### config.mk
export PLATFORM = sky130hd
export DESIGN_NAME = bidirectional_frame_ring_index_manager_top
export DESIGN_NICKNAME = d
export VERILOG_FILES = /design/src/bfrim_pkg.sv /design/src/bidirectional_frame_ring_index_manager_top.sv
export VERILOG_INCLUDE_DIRS = /design/src /design/src/src
export SDC_FILE = /design/constraint.sdc
export NUM_CORES = 1
export LEC_CHECK = 0
export ABC_AREA = 1
export BUFFER_PORTS_ARGS = -buffer_cell sky130_fd_sc_hd__clkbuf_2
export CAP_MARGIN = 20
export CORE_ASPECT_RATIO = 1.2
export CORE_UTILIZATION = 40
export DETAILED_ROUTE_END_ITERATION = 6
export GPL_TIMING_DRIVEN = 1
export PLACE_DENSITY_LB_ADDON = 0.12
export SYNTH_ARGS = -nofsm -noshare
export SYNTH_HDL_FRONTEND = slang
export SYNTH_SLANG_ARGS = --single-unit
### constraint.sdc
create_clock -name clk -period 3.8 [get_ports clk]
set_clock_uncertainty 0.15 [all_clocks]
set_input_delay 0.38 -clock clk [delete_from_list [all_inputs] [get_ports clk]]
set_output_delay 0.38 -clock clk [all_outputs]
set_load 0.01 [all_outputs]
### src/assert_macros.svh
`ifndef ASSERT_MACROS_SVH
`define ASSERT_MACROS_SVH

`ifndef SYNTHESIS

`define ASSERT_CLK(label, prop, msg) \
    label: assert property (@(posedge clk) disable iff (!rst_n) prop) else $error(msg);

`define ASSERT_NEXT(label, pre, post, msg) \
    label: assert property (@(posedge clk) disable iff (!rst_n) (pre) |=> (post)) \
        else $error(msg);

`else

`define ASSERT_CLK(label, prop, msg)

`define ASSERT_NEXT(label, pre, post, msg)

`endif

`endif

### src/bfrim_pkg.sv
package bfrim_pkg;

    localparam int SLOTS  = 32;
    localparam int SLOT_W = $clog2(SLOTS);
    localparam int CNT_W  = $clog2(2 * SLOTS);
    localparam int REV_W  = $clog2(4 * SLOTS);

    localparam int CMD_W  = 4;
    localparam int JUMP_W = 5;
    localparam int MIN_W  = 6;
    localparam int IDX_W  = 5;
    localparam int OFFS_W = 7;
    localparam int MJ_W   = 5;
    localparam int SUM_W  = CNT_W + 2;

    typedef enum logic [CMD_W-1:0] {
        CMD_READ        = 4'd0,
        CMD_REQ_WRITE   = 4'd1,
        CMD_DONE_WRITE  = 4'd2,
        CMD_TOGGLE      = 4'd3,
        CMD_REFILL      = 4'd4,
        CMD_SET_TOGGLE  = 4'd5,
        CMD_SET_SEEK    = 4'd6,
        CMD_FLUSH       = 4'd7,
        CMD_SET_MIN     = 4'd8
    } cmd_t;

endpackage

### src/bidirectional_frame_ring_index_manager_top.sv
// A word accepted into the input register is processed by the update pass, and its result
// is captured in the result register, from which it is presented at the output.
// Throughput: one word per cycle unless stalled; the single update pass sets the rate.
// Output stall holds the result register and back-pressures the input register.
// Reset (rst_n low, asynchronous) clears indices, counters and direction to forward,
// sets the minimum free count to half the slot count and empties both registers.
`include "assert_macros.svh"

module bidirectional_frame_ring_index_manager_top
    import bfrim_pkg::*;
(
    input  logic              clk,
    input  logic              rst_n,
    input  logic              in_valid,
    output logic              in_stall,
    input  logic [CMD_W-1:0]  command,
    input  logic [JUMP_W-1:0] jump_frames,
    input  logic [MIN_W-1:0]  min_images,
    output logic              out_valid,
    input  logic              out_stall,
    output logic              accepted,
    output logic [IDX_W-1:0]  slot_index,
    output logic [OFFS_W-1:0] offset_frames,
    output logic [MJ_W-1:0]   max_jump,
    output logic              reverse_mode,
    output logic              reverse_pending,
    output logic              buffer_empty,
    output logic              refill_needed
);

    logic              in_valid_reg;
    cmd_t              cmd_reg;
    logic [JUMP_W-1:0] jump_reg;
    logic [MIN_W-1:0]  mini_reg;

    logic [SLOT_W-1:0] rs_reg, rs_next;
    logic [SLOT_W-1:0] ws_reg, ws_next;
    logic [CNT_W-1:0]  fa_reg, fa_next;
    logic [CNT_W-1:0]  fb_reg, fb_next;
    logic [CNT_W-1:0]  rt_reg, rt_next;
    logic [REV_W-1:0]  rl_reg, rl_next;
    logic              dir_reg, dir_next;
    logic [MIN_W-1:0]  mf_reg, mf_next;

    logic              out_valid_reg;
    logic              acc_reg, acc_next;
    logic [IDX_W-1:0]  idx_reg, idx_next;
    logic [OFFS_W-1:0] offs_reg, offs_next;
    logic [MJ_W-1:0]   mj_reg, mj_next;
    logic              rmode_reg, rpend_reg, empty_reg, refill_reg;

    logic              advance;
    logic              take_in;
    logic [CNT_W:0]    sum_ab;
    logic [SUM_W-1:0]  sum_fa_mf;
    logic [REV_W-1:0]  rl_dec;
    logic [SLOT_W-1:0] fb_jump;
    logic [MJ_W-1:0]   mj_free;
    logic              block_unwritten;

    assign advance  = in_valid_reg && (!out_valid_reg || !out_stall);
    assign in_stall = in_valid_reg && !advance;
    assign take_in  = in_valid && !in_stall;

    assign sum_ab          = {1'b0, fa_reg} + {1'b0, fb_reg};
    assign sum_fa_mf       = SUM_W'(fa_reg) + SUM_W'(mf_reg);
    assign rl_dec          = rl_reg - REV_W'(dir_reg);
    assign fb_jump         = fb_reg[SLOT_W-1:0] - SLOT_W'(jump_reg);
    assign mj_free         = MJ_W'(CNT_W'(SLOTS - 1) - fa_reg);
    assign block_unwritten = (rl_reg == REV_W'(rt_reg)) && (rt_reg != '0);

    always_comb
    begin
        rs_next   = rs_reg;
        ws_next   = ws_reg;
        fa_next   = fa_reg;
        fb_next   = fb_reg;
        rt_next   = rt_reg;
        rl_next   = rl_reg;
        dir_next  = dir_reg;
        mf_next   = mf_reg;
        acc_next  = 1'b0;
        idx_next  = '0;
        offs_next = '0;
        mj_next   = '0;
        case (cmd_reg)
            CMD_READ:
            begin
                if (fa_reg != '0)
                begin
                    acc_next = 1'b1;
                    idx_next = IDX_W'(rs_reg);
                    rs_next  = dir_reg ? rs_reg - SLOT_W'(1) : rs_reg + SLOT_W'(1);
                    fa_next  = fa_reg - CNT_W'(1);
                    fb_next  = fb_reg + CNT_W'(1);
                end
            end
            CMD_REQ_WRITE:
            begin
                if (fa_reg < CNT_W'(SLOTS - 1))
                begin
                    acc_next = 1'b1;
                    idx_next = IDX_W'(ws_reg);
                end
            end
            CMD_DONE_WRITE:
            begin
                acc_next = 1'b1;
                ws_next  = ws_reg + SLOT_W'(1);
                rl_next  = rl_dec;
                if (sum_ab == (CNT_W + 1)'(SLOTS))
                begin
                    fb_next = fb_reg - CNT_W'(1);
                end
                if (dir_reg)
                begin
                    if (rl_dec == '0)
                    begin
                        fa_next = fa_reg + rt_reg;
                    end
                end
                else
                begin
                    fa_next = fa_reg + CNT_W'(1);
                end
            end
            CMD_TOGGLE:
            begin
                if (fb_reg != '0)
                begin
                    acc_next = 1'b1;
                    dir_next = !dir_reg;
                    if (!dir_reg)
                    begin
                        offs_next = OFFS_W'(sum_ab);
                        mj_next   = mj_free;
                        rs_next   = rs_reg - SLOT_W'(2);
                        ws_next   = rs_reg - fb_reg[SLOT_W-1:0] - SLOT_W'(1);
                    end
                    else
                    begin
                        offs_next = OFFS_W'(sum_ab) + OFFS_W'(rl_reg);
                        if (!block_unwritten)
                        begin
                            ws_next = rs_reg + fb_reg[SLOT_W-1:0] + SLOT_W'(1);
                        end
                        rs_next = rs_reg + SLOT_W'(2);
                    end
                    fa_next = fb_reg - CNT_W'(1);
                    fb_next = fa_reg + CNT_W'(1);
                    rt_next = '0;
                    rl_next = '0;
                    mf_next = MIN_W'(SLOTS / 2);
                end
            end
            CMD_REFILL:
            begin
                if (sum_fa_mf < SUM_W'(SLOTS))
                begin
                    acc_next  = 1'b1;
                    offs_next = OFFS_W'(rt_reg);
                    mj_next   = mj_free;
                end
            end
            CMD_SET_TOGGLE, CMD_SET_SEEK:
            begin
                acc_next = 1'b1;
                if (cmd_reg == CMD_SET_TOGGLE)
                begin
                    ws_next = ws_reg - SLOT_W'(jump_reg) + SLOT_W'(1);
                end
                else
                begin
                    ws_next = rs_reg - fa_reg[SLOT_W-1:0] - SLOT_W'(jump_reg) + SLOT_W'(1);
                end
                fb_next = CNT_W'(fb_jump);
                rt_next = CNT_W'(jump_reg);
                rl_next = REV_W'(jump_reg);
            end
            CMD_FLUSH:
            begin
                acc_next = 1'b1;
                rs_next  = '0;
                ws_next  = '0;
                fa_next  = '0;
                fb_next  = '0;
                rt_next  = '0;
                rl_next  = '0;
                mf_next  = MIN_W'(SLOTS / 2);
            end
            CMD_SET_MIN:
            begin
                acc_next = 1'b1;
                mf_next  = mini_reg;
            end
            default:
            begin
                acc_next = 1'b0;
            end
        endcase
    end

    always_ff @(posedge clk or negedge rst_n)
    begin
        if (!rst_n)
        begin
            in_valid_reg  <= 1'b0;
            out_valid_reg <= 1'b0;
            rs_reg        <= '0;
            ws_reg        <= '0;
            fa_reg        <= '0;
            fb_reg        <= '0;
            rt_reg        <= '0;
            rl_reg        <= '0;
            dir_reg       <= 1'b0;
            mf_reg        <= MIN_W'(SLOTS / 2);
        end
        else
        begin
            if (take_in)
            begin
                in_valid_reg <= 1'b1;
            end
            else if (advance)
            begin
                in_valid_reg <= 1'b0;
            end
            if (advance)
            begin
                out_valid_reg <= 1'b1;
                rs_reg        <= rs_next;
                ws_reg        <= ws_next;
                fa_reg        <= fa_next;
                fb_reg        <= fb_next;
                rt_reg        <= rt_next;
                rl_reg        <= rl_next;
                dir_reg       <= dir_next;
                mf_reg        <= mf_next;
            end
            else if (!out_stall)
            begin
                out_valid_reg <= 1'b0;
            end
        end
    end

    always_ff @(posedge clk)
    begin
        if (take_in)
        begin
            cmd_reg  <= cmd_t'(command);
            jump_reg <= jump_frames;
            mini_reg <= min_images;
        end
        if (advance)
        begin
            acc_reg    <= acc_next;
            idx_reg    <= idx_next;
            offs_reg   <= offs_next;
            mj_reg     <= mj_next;
            rmode_reg  <= dir_next;
            rpend_reg  <= !rl_next[REV_W-1] && (rl_next != '0);
            empty_reg  <= (fa_next == '0);
            refill_reg <= dir_next && (rl_next == '0);
        end
    end

    assign out_valid       = out_valid_reg;
    assign accepted        = acc_reg;
    assign slot_index      = idx_reg;
    assign offset_frames   = offs_reg;
    assign max_jump        = mj_reg;
    assign reverse_mode    = rmode_reg;
    assign reverse_pending = rpend_reg;
    assign buffer_empty    = empty_reg;
    assign refill_needed   = refill_reg;

    `ASSERT_CLK(a_refill_in_reverse, out_valid |-> (!refill_needed || reverse_mode), "refill without reverse")
    `ASSERT_CLK(a_pending_vs_refill, out_valid |-> !(reverse_pending && refill_needed), "pending and refill both set")
    `ASSERT_NEXT(a_reject_holds, advance && !acc_next, $stable(rs_reg) && $stable(ws_reg) && $stable(fa_reg) && $stable(fb_reg) && $stable(rl_reg) && $stable(dir_reg), "rejected command changed state")
    `ASSERT_NEXT(a_flush_clears, advance && (cmd_reg == CMD_FLUSH), (fa_reg == '0) && (rs_reg == '0) && (rl_reg == '0) && $stable(dir_reg), "flush did not clear")

endmodule

---- After elaboration in Yosys (flattened, before gate mapping) ----
Index checks and enable logic that the tools add are counted.
word-level totals
  register bits ........................... 81
  input port bits ......................... 19
  word-level logic and storage cells ...... 144
operators by class
  $add $sub $neg .......................... 25
  magnitude comparators ................... 2
  equality and inequality tests ........... 15
  muxes and demuxes ....................... 47
  reductions and logical operators ........ 34
operators by type and width
  operator                                                            count
  5-bit 2-to-1 mux                                                    13
  6-bit 2-to-1 mux                                                    10
  6-bit case mux with 3 select lines                                  2
  6-bit case mux with 5 select lines                                  1
  7-bit case mux with 4 select lines                                  1
  5-bit by 1-bit adder with 5-bit output, second input constant       5
  5-bit subtractor                                                    5
  6-bit case mux with 4 select lines                                  1
  7-bit 2-to-1 mux                                                    3
  5-bit case mux with 2 select lines                                  2
  5-bit case mux with 4 select lines                                  1
  6-bit nonzero test                                                  3
  4-bit by 3-bit == test with 1-bit output, second input constant     4
  5-bit case mux with 3 select lines                                  1
  6-bit by 6-bit adder with 7-bit output                              2
  7-bit zero test                                                     2
  7-bit case mux with 2 select lines                                  1
  6-bit by 1-bit adder with 6-bit output, second input constant       2
  6-bit by 1-bit subtractor with 6-bit output, second input constant  2
  1-bit 2-to-1 mux                                                    10
  5-bit by 1-bit subtractor with 5-bit output, second input constant  2
  3-bit nonzero test                                                  3
  4-bit by 2-bit == test with 1-bit output, second input constant     2
  4-bit AND reduction                                                 2
  30 further kinds                                                    43

---- Longest topological paths before layout ----
Gate-level depths: netlist (run 1).
  depth after elaboration ................. 8
  mapped depth ............................ 18
  gate-level depth less buffers ........... 18

---- Least setup slack after synthesis (run 1) ----
Ideal clock, no wire load.
  path type ............................... register -> register
  start point ............................. register fa_reg[1]
  end point ............................... register offs_reg[6] (netlist: offset_frames[6]) (data pin)
  arrival ................................. 2.502 ns
  data required time ...................... 3.393 ns
  setup slack ............................. 0.890 ns
  stages on the path, launching flop included .. 14
  clock period less this slack ............ 2.910 ns
  path through ............................ dfrtp_1 inv_1 fa_1 o21ai_0 xor2_1 inv_1 ha_1 nand2_1 nand2_1 a21oi_1 nor2_1 nor2_1 a21o_1 a21oi_1
between the ends
  word-level cells in the longest chain between the ends .. 5
RTL lines
  what                                      RTL line                                           source
  start: declaration                        bidirectional_frame_ring_index_manager_top.sv:38   logic [CNT_W-1:0] fa_reg, fa_next;
  start signal: assignment                  bidirectional_frame_ring_index_manager_top.sv:233  fa_reg <= fa_next;
  6-bit by 6-bit adder with 7-bit output *  bidirectional_frame_ring_index_manager_top.sv:65   assign sum_ab = {1'b0, fa_reg} + {1'b0, fb_reg};
  7-bit adder                               bidirectional_frame_ring_index_manager_top.sv:142  offs_next = OFFS_W'(sum_ab) + OFFS_W'(rl_reg);
  7-bit 2-to-1 mux *                        bidirectional_frame_ring_index_manager_top.sv:133  if (!dir_reg)
  7-bit 2-to-1 mux *                        bidirectional_frame_ring_index_manager_top.sv:129  if (fb_reg != '0)
  7-bit case mux with 2 select lines *      bidirectional_frame_ring_index_manager_top.sv:86   case (cmd_reg)
  named net offs_next[6]                    bidirectional_frame_ring_index_manager_top.sv:48   logic [OFFS_W-1:0] offs_reg, offs_next;
  end signal: assignment                    bidirectional_frame_ring_index_manager_top.sv:259  offs_reg <= offs_next;
  end: declaration                          bidirectional_frame_ring_index_manager_top.sv:48
The timed path passes the listed nets; every way through them passes the cells marked *.
A chain may end at the register's enable or synchronous reset.

---- Worst setup path after layout (run 1) ----
  start point ............................. register fb_reg[1]
  end point ............................... register offs_reg[6] (netlist: offset_frames[6]) (data pin)
between the ends
  word-level cells in the longest chain between the ends .. 5
RTL lines
  what                                    RTL line                                           source
  start: declaration                      bidirectional_frame_ring_index_manager_top.sv:39   logic [CNT_W-1:0] fb_reg, fb_next;
  start signal: assignment                bidirectional_frame_ring_index_manager_top.sv:234  fb_reg <= fb_next;
  6-bit by 6-bit adder with 7-bit output  bidirectional_frame_ring_index_manager_top.sv:65
  7-bit adder                             bidirectional_frame_ring_index_manager_top.sv:142
  7-bit 2-to-1 mux                        bidirectional_frame_ring_index_manager_top.sv:133
  7-bit 2-to-1 mux *                      bidirectional_frame_ring_index_manager_top.sv:129
  7-bit case mux with 2 select lines *    bidirectional_frame_ring_index_manager_top.sv:86
  named net offs_next[6]                  bidirectional_frame_ring_index_manager_top.sv:48
Marked as above.

==> results of run 1 <==
cell families (layout without fill, tap and decap cells):
group / after synthesis / in the layout
AOI/OAI and AO/OA: 153 / 153
adders and majority gates: 76 / 76
xor gates and xnor gates: 42 / 42
buffers and inverters: 129 / 184
DFF: 80 / 80
and+or+nand+nor: 344 / 344
worst paths after layout:
kind | from | endpoint | slack [ns]
min in group asynchronous | rst_n | rl_reg[3] | 0.39
max reg2reg | fb_reg[1] | offset_frames[6] | 0.54
min reg2reg | mf_reg[3] | mf_reg[3] | 0.33
max | fb_reg[1] | offset_frames[6] | 0.54
min | min_images[1] | mini_reg[1] | 0.05
max in group asynchronous | rst_n | mf_reg[4] | 2.28
worst max-delay path: cells and delay by family (launching register included):
kind	cells	cell delay, ns
XOR/XNOR	1	0.23
adder cells (fa/ha/maj)	2	0.81
buffers and inverters	2	0.35
flip-flops	1	0.52
AND/OR/NAND/NOR	4	0.34
AO/OA/AOI/OAI	4	0.64
area by class of cell:
type                            instances  area, um^2
Sequential cell                        80        2190
Clock inverter                          7        90.1
Fill cell                            1564        8420
Clock buffer                            9         225
Tap cell                              208         260
Timing Repair Buffer                   55         310
Inverter                              113         432
Multi-Input combinational cell        615        3840
report_power, final:
part / total [mW] / internal (mW) / leakage, nW / switching [mW]
sequential: 1.44 / 1.14 / 0.912 / 0.298
combinational: 3.68 / 1.39 / 2.46 / 2.29
clock: 0.926 / 0.523 / 0.147 / 0.403
total: 6.04 / 3.05 / 3.52 / 2.99
Yosys cell counts, types with 5 or more instances:
library cell	number
edfxtp_1	37
nand4_1	9
xor2_1	34
nor3_1	11
nor2_1	65
inv_1	103
nor2_2	10
a22oi_1	5
ha_1	63
o21ai_0	54
inv_2	8
dfrtp_1	42
clkbuf_1	7
nand2_1	171
or2_2	5
a21oi_1	44
o21ai_1	17
fa_1	13
nand3_1	51
o22ai_1	12
xnor2_1	8
buf_2	7
layer usage:
| layer | part of all wire (%) | vias up | wire [um] |
|---|---|---|---|
| li1 | - | 2856 | - |
| met1 | 42 | 2731 | 8490 |
| met2 | 48 | 177 | 9740 |
| met3 | 4.7 | 56 | 949 |
| met4 | 5.1 | 0 | 1040 |
| met5 | 0 | - | 0 |
what timing repair did:
item / 4_1_cts / 5_1_grt
setup buffers: 0 / 0
gates resized for setup: 0 / 0
endpoints found under the hold margin: 17 / 0
hold buffers: 1 / 0
==> impl_metrics.tcl, run 1 <==
set metrics [dict create \
    grt_pass1_wl_um 31200 \
    area_growth_pct 12.5 \
    grt_util_met2_pct 42.4 \
    clk_latency_ns 0.35 \
    slowest_delay_ns 0.52 \
    arrival_ns 3.21 \
    synth_area_leader_cell "edfxtp_1" \
    drt_wl_total_um 20200 \
    synth_adder_area_share_pct 16.1 \
    post_route_cells_drive_above_1_share_pct 12.7 \
    power_mw 6.04 \
    coreArea_um2 15800 \
    vias 5820 \
    min_path_type "input port to flip-flop" \
    fin_ws_ns 0.536 \
    syn-cell-area_um2 6530 \
    io_pins 43 \
    finish.instance_area_um2 7350 \
    syn_nets 919 \
    final_hold_viol_count 0 \
    grt.met1_usage_pct 28.9 \
    crit_slowest_cell "dfrtp_1" \
    worst-r2r-cell-count 13 \
    setup_viol 0 \
    num_antenna_cells 0 \
    die-height_um 142 \
    holdPathStages 1 \
    placed_cell_area_um2 7020 \
    cp_cell_sequence "inv_1, fa_1, o21ai_0, xor2_1, inv_1, ha_1, nand2_1, nand2_1, a21oi_1, nor2_1, nor2_1, a21o_1, a21oi_1" \
    nets 969 \
    grt_usage_pct 24.8 \
    rsz0062_at_grt "no" \
    yosysUniqueCellTypes 47 \
    critical_path_class "flip-flop to flip-flop" \
    final_common_cell "nand2_1" \
    whs_ns 0.0510 \
    start_util_pct 41.4 \
    ys_ff_latch 80 \
    antenna_found_initial 0 \
    cts_buffer_depth 2 \
    synth_top_family_by_area "simple AND/OR/NAND/NOR gates" \
    grt_overflow 0 \
    ys_warn_count 0 \
    async_flop_share_pct 53.8 \
    syn_area_per_cell_um2 7.93 \
    muxShareOfSynthArea_pct 0 \
    place.gp.congestion 0.944 \
    slew_viol_final 0 \
    met3_usage_pct 4.73 \
    die_w_um 119 \
    synth_compound_area_share_pct 13.1 \
    finalCriticalPeriod_ns 3.26 \
    relSlewSlack_pct 43.8 \
    dp_slack_ns 0.550 \
    cp_max_fo 8 \
    dp.cells 1070 \
    yosys-top-cells-area "edfxtp_1, dfrtp_1, ha_1" \
    power.leakage_nw 3.52 \
    cts_tree "done" \
    synth_cells 824 \
    via_per_inst 5.35 \
    required_ns 3.75 \
    max_freq_ghz 0.306 \
    ant_nets 0 \
    irDropWorstVdd_mv 0.344 \
    first_pass_iters 5 \
    cts_root_buffer "clkbuf_16" \
    io_buffers 42 \
    drcViolationCount 0 \
    cts_inserted_buffers 9 \
    worst_pin_slew_ns 0.837 \
    synth-simple-area-share_pct 24.0 \
    synth-edff-count 37 \
    synth_xor_area_share_pct 5.63 \
    dpl.hpwl_um 15800 \
    grt_max_degree 35 \
    fin_tns_setup_ns 0 \
    cp-start-kind "flip-flop" \
    rows 50 \
    die_area_um2 16800 \
    yosys_most_used_dff "dfrtp_1" \
    htreeDepth 3 \
    cts.sinks 80 \
    fin_util_pct 46.6 \
    outcome "finished clean" \
    clk_pin_slew_ns 0.07 \
    final_cell_mix "nand2_1, inv_1, nor2_1" \
    drtIter0Drc 361 \
    synth.top_cell.area_share_pct 17.0 \
    drv_cap 0 \
    pwr_density_cell_nw_per_um2 823 \
    wl_per_cell_um 18.6 \
    top_usage_layer "met2" \
    grt_pass1_vias 5749 \
    end_kind "flip-flop" \
    fin_cells 1087 \
    min_period_over_period_pct 85.9 \
    seq_area_frac_synth_pct 33.5 \
]
No activity file was read; power rests on OpenSTA's default activity.
==> inputs of run 2 (changes only) <==
--- a/config.mk
+++ b/config.mk
@@ -13,6 +13,7 @@
 export CORE_UTILIZATION = 40
 export DETAILED_ROUTE_END_ITERATION = 6
 export GPL_TIMING_DRIVEN = 1
+export HOLD_SLACK_MARGIN = 0.15
 export PLACE_DENSITY_LB_ADDON = 0.12
 export SYNTH_ARGS = -nofsm -noshare
 export SYNTH_HDL_FRONTEND = slang
==> run 2 against run 1 <==
Worst hold slack better by 0.28 ns. Global-route usage increased by 0.25 points. Total power is essentially flat.
==> impl_metrics.tcl, run 2 (same netlist as run 1, synthesis figures left out) <==
set metrics [dict create \
    first_pass_iters 5 \
    cts_tree "done" \
    final_common_cell "nand2_1" \
    worst-r2r-setup-slack_ns 0.53 \
    startpoint "fb_reg[1]" \
    worst_pin_slew_ns 0.811 \
    grt_overflow 0 \
    setup_viol 0 \
    slew_viol_final 0 \
    vias 5853 \
    finalCriticalPeriod_ns 3.27 \
    dp.cells 1070 \
    rows 50 \
    rsz0062_at_grt "no" \
    critical_path_class "flip-flop to flip-flop" \
    reg2reg_to "offset_frames[6]" \
    arrival_ns 3.22 \
    start_util_pct 41.4 \
    nets 986 \
    multi_input_area_um2 3840 \
    area_growth_pct 15.1 \
    grt_max_degree 35 \
    cts.sinks 80 \
    min_path_type "flip-flop to flip-flop" \
    grt_pass1_vias 5848 \
    pwr_density_cell_nw_per_um2 804 \
    post_route_cells_drive_above_1_share_pct 12.5 \
    end_kind "flip-flop" \
    grt_pass1_wl_um 31500 \
    required_ns 3.75 \
    critPathCapture "offset_frames[6]" \
    max_freq_ghz 0.306 \
    antenna_found_initial 0 \
    cts_buffer_depth 2 \
    fillCellCount 1549 \
    relSlewSlack_pct 45.5 \
    cts_inserted_buffers 9 \
    power_mw 6.04 \
    fin_tns_setup_ns 0 \
    clk_pin_slew_ns 0.07 \
    drcViolationCount 0 \
    wl_per_cell_um 18.3 \
    fin_cells 1104 \
    dp_slack_ns 0.550 \
    drt_wl_total_um 20300 \
    via_per_inst 5.30 \
    drtIter0Drc 333 \
    io_buffers 42 \
    coreArea_um2 15800 \
    num_antenna_cells 0 \
    seq_area_um2 2190 \
    drv_cap 0 \
    cts_resized 0 \
    fin_ws_ns 0.534 \
    final_cell_mix "nand2_1, inv_1, nor2_1" \
    die_w_um 119 \
    min_period_over_period_pct 85.9 \
    grt_usage_pct 25.0 \
    r2r-start "fb_reg[1]" \
    htreeDepth 3 \
    place.gp.congestion 0.944 \
    cts_root_buffer "clkbuf_16" \
    irDropWorstVdd_mv 0.343 \
    die-height_um 142 \
    clk_latency_ns 0.35 \
    outcome "finished clean" \
    die_area_um2 16800 \
    cp-start-kind "flip-flop" \
    dpl.hpwl_um 15800 \
    worst-r2r-cell-count 13 \
    cp_max_fo 8 \
    io_pins 43 \
    power.leakage_nw 3.59 \
    final_hold_viol_count 0 \
    ant_nets 0 \
]
[run 2: metal layers]
| layer | GRT usage [%] | part of all wire, % | up-vias |
|---|---|---|---|
| met5 | 0 | 0 | - |
| met4 | 14.9 | 5.2 | 0 |
| met3 | 4.69 | 4.6 | 55 |
| met2 | 43.0 | 49 | 169 |
| met1 | 29.0 | 41 | 2741 |
| li1 | - | - | 2888 |
[run 2: metrics by stage]
step	cell area [um^2]	hold slack [ns]	util [%]
floorplan	6530	-0.0656	-
global placement	7020	0.220	44.5
detailed placement	7020	0.225	44.5
CTS	7520	0.334	47.7
global route	7520	0.350	47.7
finish	7520	0.333	47.7
[run 2: power breakdown]
part,internal [mW],switching (mW)
combinational,1.40,2.28
sequential,1.14,0.298
clock,0.523,0.397
[run 2: worst max-delay path, cell delays in order (launching register included)]
cell and delay (ns):
dfrtp_1 0.52, inv_1 0.26, fa_1 0.49, o21ai_0 0.29, xor2_1 0.23, inv_1 0.09, ha_1 0.32, nand2_1 0.10
nand2_1 0.05, a21oi_1 0.17, nor2_1 0.06, nor2_1 0.12, a21o_1 0.13, a21oi_1 0.05
[run 2: how the worst min path moves through the flow]
stage | from | end | slack (ns) | cells past startpoint
2_1_floorplan | rst_n | dir_reg | -0.07 | 0
3_3_place_gp | rst_n | dir_reg | 0.22 | 1
3_5_place_dp | rst_n | dir_reg | 0.23 | 1
4_1_cts | mf_reg[0] | mf_reg[0] | 0.33 | 2
5_1_grt | mini_reg[5] | mf_reg[5] | 0.35 | 2
6_report | mf_reg[3] | mf_reg[3] | 0.33 | 2
[run 2: cell type report]
class	count	share of cell area [%]
clock buffers	9	3.00
flip-flops and latches	80	29.1
clock inverters	7	1.20
well taps	208	3.46
multi-input cells	615	51.1
inverters	113	5.74
repair buffers	72	6.39
[run 2: repair_timing]
item                       4_1_cts  5_1_grt
hold buffers                    18        0
setup buffers                    0        0
hold endpoints to repair        34        0
setup endpoints to repair        0        0
